**src/hdl/qds_pkg.sv**
```systemverilog
package qds_pkg;

   // coordinate and table sizing
   localparam int COORD_BITS = 12;
   localparam int TOL_BITS   = 12;
   localparam int KEPT_DEPTH = 64;
   localparam int IDX_BITS   = (KEPT_DEPTH > 1) ? $clog2(KEPT_DEPTH) : 1;
   localparam int CNT_BITS   = $clog2(KEPT_DEPTH + 1);
   localparam int DIFF_BITS  = (COORD_BITS > TOL_BITS) ? COORD_BITS : TOL_BITS;

   // reset value of the match tolerance
   localparam logic [TOL_BITS-1:0] TOL_RESET = TOL_BITS'(35);

   // compare-exchange steps of the four-corner sorting network
   localparam int SORT_STEPS = 5;
   localparam int STEP_BITS  = $clog2(SORT_STEPS);
   localparam logic [STEP_BITS-1:0] STEP_LAST = STEP_BITS'(SORT_STEPS - 1);

   typedef logic [COORD_BITS-1:0] coord_type;

   typedef struct packed {
      coord_type x;
      coord_type y;
   } corner_type;

   typedef corner_type [3:0] quad_type;

   // corner order: by x, then by y
   function automatic logic corner_less(corner_type a, corner_type b);
      logic res;
      if (a.x == b.x) begin
         res = (a.y < b.y);
      end else begin
         res = (a.x < b.x);
      end
      return res;
   endfunction

endpackage

```
**src/hdl/qds_sort.sv**
```systemverilog
module qds_sort
   import qds_pkg::*;
(
   input  logic     clock,
   input  logic     reset,
   input  logic     load,
   input  quad_type corners,
   output quad_type sorted,
   output logic     done
);

   quad_type               c_ff, c_in;
   logic                   running_ff, running_in;
   logic [STEP_BITS-1:0]   step_ff, step_in;
   corner_type             a_sel, b_sel, lo, hi;

   // pick the pair for this step
   always_comb begin
      case (step_ff)
         STEP_BITS'(0): begin a_sel = c_ff[0]; b_sel = c_ff[1]; end
         STEP_BITS'(1): begin a_sel = c_ff[2]; b_sel = c_ff[3]; end
         STEP_BITS'(2): begin a_sel = c_ff[0]; b_sel = c_ff[2]; end
         STEP_BITS'(3): begin a_sel = c_ff[1]; b_sel = c_ff[3]; end
         default:       begin a_sel = c_ff[1]; b_sel = c_ff[2]; end
      endcase
   end

   // shared compare-exchange unit
   always_comb begin
      if (corner_less(b_sel, a_sel)) begin
         lo = b_sel;
         hi = a_sel;
      end else begin
         lo = a_sel;
         hi = b_sel;
      end
   end

   // load new corners, or write the ordered pair back
   always_comb begin
      c_in       = c_ff;
      running_in = running_ff;
      step_in    = step_ff;
      if (load) begin
         c_in       = corners;
         running_in = 1'b1;
         step_in    = '0;
      end else if (running_ff) begin
         case (step_ff)
            STEP_BITS'(0): begin c_in[0] = lo; c_in[1] = hi; end
            STEP_BITS'(1): begin c_in[2] = lo; c_in[3] = hi; end
            STEP_BITS'(2): begin c_in[0] = lo; c_in[2] = hi; end
            STEP_BITS'(3): begin c_in[1] = lo; c_in[3] = hi; end
            default:       begin c_in[1] = lo; c_in[2] = hi; end
         endcase
         if (step_ff == STEP_LAST) begin
            running_in = 1'b0;
         end else begin
            step_in = step_ff + STEP_BITS'(1);
         end
      end
   end

   always_ff @(posedge clock) begin
      if (reset) begin
         running_ff <= 1'b0;
         step_ff    <= '0;
      end else begin
         running_ff <= running_in;
         step_ff    <= step_in;
      end
      c_ff <= c_in;
   end

   assign sorted = c_ff;
   assign done   = running_ff && (step_ff == STEP_LAST);

endmodule

```
**src/hdl/qds_ref_table.sv**
```systemverilog
module qds_ref_table
   import qds_pkg::*;
(
   input  logic                clock,
   input  logic                wr_en,
   input  logic [IDX_BITS-1:0] wr_addr,
   input  corner_type          wr_data,
   input  logic                rd_en,
   input  logic [IDX_BITS-1:0] rd_addr,
   output corner_type          rd_data
);

   corner_type ref_mem_ff [KEPT_DEPTH];
   corner_type rd_data_ff;

   // one write port, one registered read port
   always_ff @(posedge clock) begin
      if (wr_en) begin
         ref_mem_ff[wr_addr] <= wr_data;
      end
      if (rd_en) begin
         rd_data_ff <= ref_mem_ff[rd_addr];
      end
   end

   assign rd_data = rd_data_ff;

endmodule

```
**src/hdl/qds_match.sv**
```systemverilog
module qds_match
   import qds_pkg::*;
(
   input  corner_type          ref_corner,
   input  corner_type          entry,
   input  logic [TOL_BITS-1:0] tolerance,
   output logic                hit
);

   logic [DIFF_BITS-1:0] dx, dy, tol_ext;

   // per-axis distance against the tolerance
   always_comb begin
      tol_ext = DIFF_BITS'(tolerance);
      if (ref_corner.x > entry.x) begin
         dx = DIFF_BITS'(ref_corner.x - entry.x);
      end else begin
         dx = DIFF_BITS'(entry.x - ref_corner.x);
      end
      if (ref_corner.y > entry.y) begin
         dy = DIFF_BITS'(ref_corner.y - entry.y);
      end else begin
         dy = DIFF_BITS'(entry.y - ref_corner.y);
      end
      hit = (dx <= tol_ext) && (dy <= tol_ext);
   end

endmodule

```
**src/hdl/quad_duplicate_suppressor.sv**
```systemverilog
// sequence: a taken request is sorted, each held reference is read and matched in turn,
//   then the registered result strobe rises; a full table holds 64 references
// throughput: one request at a time; busy falls as the strobe rises, so the next request
//   can be taken in the strobe cycle; the reference scan reads one table entry per cycle
// reset: synchronous, active high; empties the table and sets the tolerance to 35
// the receiver cannot stall: each result is shown for exactly one cycle
module quad_duplicate_suppressor
   import qds_pkg::*;
(
   input  logic                  clock,
   input  logic                  reset,
   input  logic                  start,
   output logic                  busy,
   input  logic [COORD_BITS-1:0] req_in_x0,
   input  logic [COORD_BITS-1:0] req_in_y0,
   input  logic [COORD_BITS-1:0] req_in_x1,
   input  logic [COORD_BITS-1:0] req_in_y1,
   input  logic [COORD_BITS-1:0] req_in_x2,
   input  logic [COORD_BITS-1:0] req_in_y2,
   input  logic [COORD_BITS-1:0] req_in_x3,
   input  logic [COORD_BITS-1:0] req_in_y3,
   input  logic                  req_set_end,
   input  logic                  csr_write_en,
   input  logic [TOL_BITS-1:0]   csr_write_data,
   output logic                  rsp_valid,
   output logic [COORD_BITS-1:0] rsp_out_x0,
   output logic [COORD_BITS-1:0] rsp_out_y0,
   output logic [COORD_BITS-1:0] rsp_out_x1,
   output logic [COORD_BITS-1:0] rsp_out_y1,
   output logic [COORD_BITS-1:0] rsp_out_x2,
   output logic [COORD_BITS-1:0] rsp_out_y2,
   output logic [COORD_BITS-1:0] rsp_out_x3,
   output logic [COORD_BITS-1:0] rsp_out_y3,
   output logic                  rsp_kept,
   output logic                  rsp_table_full,
   output logic                  rsp_out_set_end
);

   typedef enum logic [1:0] {
      ST_IDLE,
      ST_SORT,
      ST_SCAN,
      ST_FINISH
   } state_type;

   state_type             state_ff;
   logic [TOL_BITS-1:0]   tol_ff;
   logic [CNT_BITS-1:0]   count_ff;
   logic [CNT_BITS-1:0]   scan_idx_ff;
   logic                  rd_pend_ff;
   logic                  dup_ff;
   logic                  set_end_ff;
   logic                  rsp_valid_ff;
   quad_type              out_quad_ff;
   logic                  kept_ff;
   logic                  full_ff;
   logic                  out_set_end_ff;

   logic                  accept;
   logic                  sort_done;
   quad_type              in_quad;
   quad_type              sorted;
   quad_type              snapped;
   corner_type            ref_corner;
   corner_type            rd_data;
   logic                  hit;
   logic                  issue;
   logic                  table_has_room;
   logic                  wr_en;

   assign accept = start && !busy;
   assign busy   = (state_ff != ST_IDLE);

   // corners as they arrive
   always_comb begin
      in_quad[0] = '{x: req_in_x0, y: req_in_y0};
      in_quad[1] = '{x: req_in_x1, y: req_in_y1};
      in_quad[2] = '{x: req_in_x2, y: req_in_y2};
      in_quad[3] = '{x: req_in_x3, y: req_in_y3};
   end

   qds_sort u_sort (
      .clock   (clock),
      .reset   (reset),
      .load    (accept),
      .corners (in_quad),
      .sorted  (sorted),
      .done    (sort_done)
   );

   // snap x of the inner corners and pick the reference corner
   always_comb begin
      snapped      = sorted;
      snapped[1].x = sorted[0].x;
      snapped[2].x = sorted[3].x;
      ref_corner.x = sorted[0].x;
      ref_corner.y = (sorted[0].y > sorted[1].y) ? sorted[1].y : sorted[0].y;
   end

   // table access
   assign issue          = (state_ff == ST_SCAN) && (scan_idx_ff < count_ff);
   assign table_has_room = (count_ff < CNT_BITS'(KEPT_DEPTH));
   assign wr_en          = (state_ff == ST_FINISH) && !dup_ff && table_has_room;

   qds_ref_table u_table (
      .clock   (clock),
      .wr_en   (wr_en),
      .wr_addr (count_ff[IDX_BITS-1:0]),
      .wr_data (ref_corner),
      .rd_en   (issue),
      .rd_addr (scan_idx_ff[IDX_BITS-1:0]),
      .rd_data (rd_data)
   );

   qds_match u_match (
      .ref_corner (ref_corner),
      .entry      (rd_data),
      .tolerance  (tol_ff),
      .hit        (hit)
   );

   // tolerance register
   always_ff @(posedge clock) begin
      if (reset) begin
         tol_ff <= TOL_RESET;
      end else if (csr_write_en) begin
         tol_ff <= csr_write_data;
      end
   end

   // sequencer and registered result
   always_ff @(posedge clock) begin
      if (reset) begin
         state_ff     <= ST_IDLE;
         count_ff     <= '0;
         scan_idx_ff  <= '0;
         rd_pend_ff   <= 1'b0;
         dup_ff       <= 1'b0;
         rsp_valid_ff <= 1'b0;
      end else begin
         rsp_valid_ff <= 1'b0;
         case (state_ff)
            ST_IDLE: begin
               if (accept) begin
                  set_end_ff <= req_set_end;
                  state_ff   <= ST_SORT;
               end
            end
            ST_SORT: begin
               if (sort_done) begin
                  scan_idx_ff <= '0;
                  rd_pend_ff  <= 1'b0;
                  dup_ff      <= 1'b0;
                  state_ff    <= ST_SCAN;
               end
            end
            ST_SCAN: begin
               rd_pend_ff <= issue;
               if (issue) begin
                  scan_idx_ff <= scan_idx_ff + CNT_BITS'(1);
               end
               if (rd_pend_ff && hit) begin
                  dup_ff <= 1'b1;
               end
               if (!issue && !rd_pend_ff) begin
                  state_ff <= ST_FINISH;
               end
            end
            ST_FINISH: begin
               out_quad_ff    <= snapped;
               kept_ff        <= !dup_ff;
               full_ff        <= !dup_ff && !table_has_room;
               out_set_end_ff <= set_end_ff;
               rsp_valid_ff   <= 1'b1;
               if (set_end_ff) begin
                  count_ff <= '0;
               end else if (wr_en) begin
                  count_ff <= count_ff + CNT_BITS'(1);
               end
               state_ff <= ST_IDLE;
            end
            default: begin
               state_ff <= ST_IDLE;
            end
         endcase
      end
   end

   assign rsp_valid       = rsp_valid_ff;
   assign rsp_out_x0      = out_quad_ff[0].x;
   assign rsp_out_y0      = out_quad_ff[0].y;
   assign rsp_out_x1      = out_quad_ff[1].x;
   assign rsp_out_y1      = out_quad_ff[1].y;
   assign rsp_out_x2      = out_quad_ff[2].x;
   assign rsp_out_y2      = out_quad_ff[2].y;
   assign rsp_out_x3      = out_quad_ff[3].x;
   assign rsp_out_y3      = out_quad_ff[3].y;
   assign rsp_kept        = kept_ff;
   assign rsp_table_full  = full_ff;
   assign rsp_out_set_end = out_set_end_ff;

   // checks
   a_count_bound: assert property (@(posedge clock) disable iff (reset)
      count_ff <= CNT_BITS'(KEPT_DEPTH))
      else $error("kept count beyond table depth");

   a_full_only_kept: assert property (@(posedge clock) disable iff (reset)
      rsp_valid_ff && full_ff |-> kept_ff)
      else $error("table full flagged on a duplicate");

   a_single_strobe: assert property (@(posedge clock) disable iff (reset)
      rsp_valid_ff |=> !rsp_valid_ff)
      else $error("result strobe held for more than one cycle");

   a_scan_in_range: assert property (@(posedge clock) disable iff (reset)
      (state_ff == ST_SCAN) |-> (scan_idx_ff <= count_ff))
      else $error("scan index ran past the kept count");

   a_accept_busy: assert property (@(posedge clock) disable iff (reset)
      accept |=> busy && !rsp_valid_ff)
      else $error("request taken but sequencer not busy");

endmodule
```
**config.mk**
```make
export PLATFORM = sky130hd
export DESIGN_NAME = quad_duplicate_suppressor
export DESIGN_NICKNAME = d
export VERILOG_FILES = /design/src/hdl/qds_pkg.sv /design/src/hdl/qds_sort.sv /design/src/hdl/qds_ref_table.sv /design/src/hdl/qds_match.sv /design/src/hdl/quad_duplicate_suppressor.sv
export SDC_FILE = /design/constraint.sdc
export NUM_CORES = 2
export LEC_CHECK = 0
export BUFFER_PORTS_ARGS = -buffer_cell sky130_fd_sc_hd__buf_2
export CAP_MARGIN = 40
export CORE_ASPECT_RATIO = 0.6
export CORE_MARGIN = 10
export CORE_UTILIZATION = 56
export DETAILED_ROUTE_END_ITERATION = 6
export PLACE_DENSITY = 0.76
export SYNTH_ARGS = -nofsm -noshare
export SYNTH_HDL_FRONTEND = slang
export SYNTH_SLANG_ARGS = --single-unit
```
**constraint.sdc**
```tcl
create_clock -name clock -period 6.6 [get_ports clock]
set_input_delay 0.66 -clock clock [delete_from_list [all_inputs] [get_ports clock]]
set_output_delay 0.66 -clock clock [all_outputs]
set_load 0.01 [all_outputs]
```
==> impl_metrics.ini <==
[synth]
ys_ff_latch = 1767
seq_area_frac_synth_pct = 71.4
yosysTopAreaCellShare_pct = 70.5
synth_edf_count = 1732
syn_area_um2 = 73800
yosys_warnings = 0
async_flop_share_pct = 0
synth_nets = 4106
synth_area_leaders = edfxtp_1 (70%), mux4_2 (15%), ha_1 (2.1%)
yosysTopAreaCell = edfxtp_1
synth.distinct_cells = 74
ys.flop_type = edfxtp_1
synth.avg_cell_area_um2 = 19.1
synth_cells = 3866

[worst_hold_path]
hp-class = in -> reg
hold_path_startpoint = req_set_end

[routing]
drc = 2
drt-wirelength-per-cell_um = 34.6
drtPass1Iterations = 7
vias = 41600
routed_wl_um = 208000
drt_iter0_markers = 7290
vias_per_cell = 6.92
ant_nets = 0

[setup_path]
crit_fanout = 12
crit_required_ps = 7320
path_class = reg -> reg
critPathCaptureType = flip-flop
cpPeakStageDelay_ps = 450
critPathArrivalTime_ps = 6800
regToRegSetupSlack_ps = 520
cp_common_cell = a21o_1
reg2reg_from = u_sort.sorted[5]
critPathLaunch = u_sort.sorted[5]
slowest_stage = a2111oi_2
cp-start-kind = flip-flop

[status]
violations = DRC
outcome = finished, violations left

[placed_design]
dp_slack_ps = 301
io_buffers = 213
dp_hpwl_um = 125000
dp_cells = 5742
gp_congestion = 0.924
place_area_um2 = 78000

[finish]
drive_above_1_share_pct = 28.7
nets = 4399
area_delta_synth_final_pct = 12.6
final_cells = 6010
nFillCells = 8637
seq_area_um2 = 52700
multiInputGateArea_um2 = 19800
post-route-util_pct = 63.3
final_cell_area_um2 = 83100

[pwr]
powerDensity_nw_per_um2 = 440
p_seq_share_pct = 43.5
p_leak_nw = 26.6
p_int_mw = 24.0
switching_share_pct = 34.4
ir_worst_vdd_v = 0.000552
combPwrFrac_pct = 31.3
power_switching_mw = 12.6
p_clk_share_pct = 25.2

[cts]
h-tree-depth = 4
numCtsBuffers = 147
cts_tree = built
clock_path_buffers = 3
clock_latency_ps = 810
clk_pin_slew_ps = 70
clockRootBuffer = clkbuf_16
clock_sinks = 1767

[sta]
maxSlewHeadroom_pct = 23.0
slew_violations = 0
clock.fmax_ghz = 0.164
setup_viol = 0
skew_ps = 43.2
setup_tns_ps = 0
grt_setup_unrepaired = false
fin_ws_ps = 518
finalCritPeriodShare_pct = 92.1
worst_slew_pin_slew_ps = 1150
hold_violations = 0
layout_min_cycle_time_ps = 6080

[grt]
grt_pass1_wl_um = 298000
gr-total-overflow = 0
antenna_found_initial = 20
grt_pass1_vias = 40500
grt_usage_pct = 28.1
grt_max_degree = 157

[floorplan]
die_y_um = 301
io_pins = 214
fp.dieArea_um2 = 147000
start_util_pct = 56.3
dieWidth_um = 489
rows = 103
core_area_um2 = 131000

[job]
drv_cap = 0
per-layer routing:
metal / GRT usage (%) / routed length, µm / part of all wire (%) / vias up
met4: 6.85 / 4820 / 2.3 / 28
met2: 38.8 / 89200 / 43 / 3369
li1: - / - / - / 16400
met5: 0 / 180 / 0.087 / -
met3: 9.57 / 32200 / 15 / 383
met1: 43.3 / 81600 / 39 / 21400
through the flow:
step                total power, mW  hold slack, ps
floorplan                      22.9             426
global placement               26.8             439
detailed placement             27.1             435
CTS                            36.2            15.1
global route                   37.9            37.6
finish                         36.6            52.0
cells in the mapped netlist, types with 25 or more instances:
library cell and number:
dfxtp_1 35, ha_1 123, buf_4 25, inv_1 126
edfxtp_1 1732, mux2i_1 30, clkbuf_1 136, o211ai_1 28
nand2_1 152, and2_1 34, o21ai_1 53, o21ai_0 37
mux4_2 504, a21oi_1 123, nand3_1 68, a221o_1 46
a21o_1 39, a221oi_1 48, buf_2 60, nor2_1 187
layout by cell type (no fill, tap or decap), types with 19 or more instances in the layout:
master | synthesis | layout
o21ai_0 | 37 | 36
clkinv_1 | 2 | 25
buf_2 | 60 | 213
o21ai_1 | 53 | 53
mux2i_1 | 30 | 30
mux4_2 | 504 | 504
buf_12 | 0 | 21
nand3_1 | 68 | 68
dfxtp_1 | 35 | 30
a221oi_1 | 48 | 48
clkinv_2 | 0 | 30
nor2_1 | 187 | 122
clkbuf_1 | 136 | 22
nand4_1 | 21 | 21
ha_1 | 123 | 123
bufinv_16 | 0 | 19
a21o_1 | 39 | 39
clkbuf_16 | 0 | 147
a221o_1 | 46 | 46
o211ai_1 | 28 | 28
a21oi_1 | 123 | 121
nand2_1 | 152 | 151
inv_1 | 126 | 126
edfxtp_1 | 1732 | 1732
o2111ai_1 | 22 | 22
nor2_2 | 0 | 49
o221ai_1 | 24 | 24
buf_4 | 25 | 138
and2_1 | 34 | 33
final timing paths:
kind / end / cells after the start
min reg2reg: rsp_out_y3[7] / 0
min: set_end_ff / 1
max: dup_ff / 25
max reg2reg: dup_ff / 25
worst max-delay path, delay by kind of cell, from the launching register on:
family	cells	cell delay, ps
buffers and inverters	2	460
xor gates and xnor gates	1	190
muxes	2	590
DFF	1	400
adders and majority gates	3	1030
AOI/OAI and AO/OA	11	2420
and+or+nand+nor	6	910
timing repair:
action                     in CTS  in global routing
setup endpoints to repair       0                  1
gates resized for setup         0                  5
hold buffers                    0                  0
buffers inserted                0                  0
power by group through the flow:
stage / Combinational (mW) / Clock, mW / Sequential, mW
3_5_place_dp: 11.0 / 0 / 16.1
5_1_grt: 12.3 / 9.70 / 15.9
4_1_cts: 11.0 / 9.28 / 15.9
6_report: 11.5 / 9.20 / 15.9
3_3_place_gp: 10.7 / 0 / 16.1
2_1_floorplan: 6.40 / 0 / 16.5
area by class of cell:
| class | instances | share of cell area, % |
|---|---|---|
| Timing Repair Buffer | 383 | 3.34 |
| Tap cell | 1732 | 2.61 |
| Antenna cell | 1 | 0.00301 |
| Multi-Input combinational cell | 1722 | 23.9 |
| Inverter | 138 | 0.623 |
| Sequential cell | 1767 | 63.4 |
| Clock inverter | 94 | 1.53 |
| Clock buffer | 173 | 4.59 |
cell families after synthesis:
group / synth area share (%)
flip-flops: 71.4
multiplexers: 16.0
adder cells (fa/ha/maj): 2.19
AND/OR/NAND/NOR: 3.30
AO/OA/AOI/OAI: 4.58
buffers and inverters: 2.15
XOR/XNOR: 0.309
state kept, by name, indices dropped and copies added (netlist names), 2 cells and up:
name / count
u_table.rd_data: 24
rsp_out_x3: 12
u_table.ref_mem_ff: 1536
tol_ff: 12
rsp_out_y2: 12
scan_idx_ff: 7
rsp_out_y0: 12
u_sort.sorted: 96
rsp_out_x1: 12
state_ff: 2
rsp_out_y3: 12
count_ff: 7
rsp_out_y1: 12
u_sort.step_ff: 3
(Power assumes the default switching activity.)
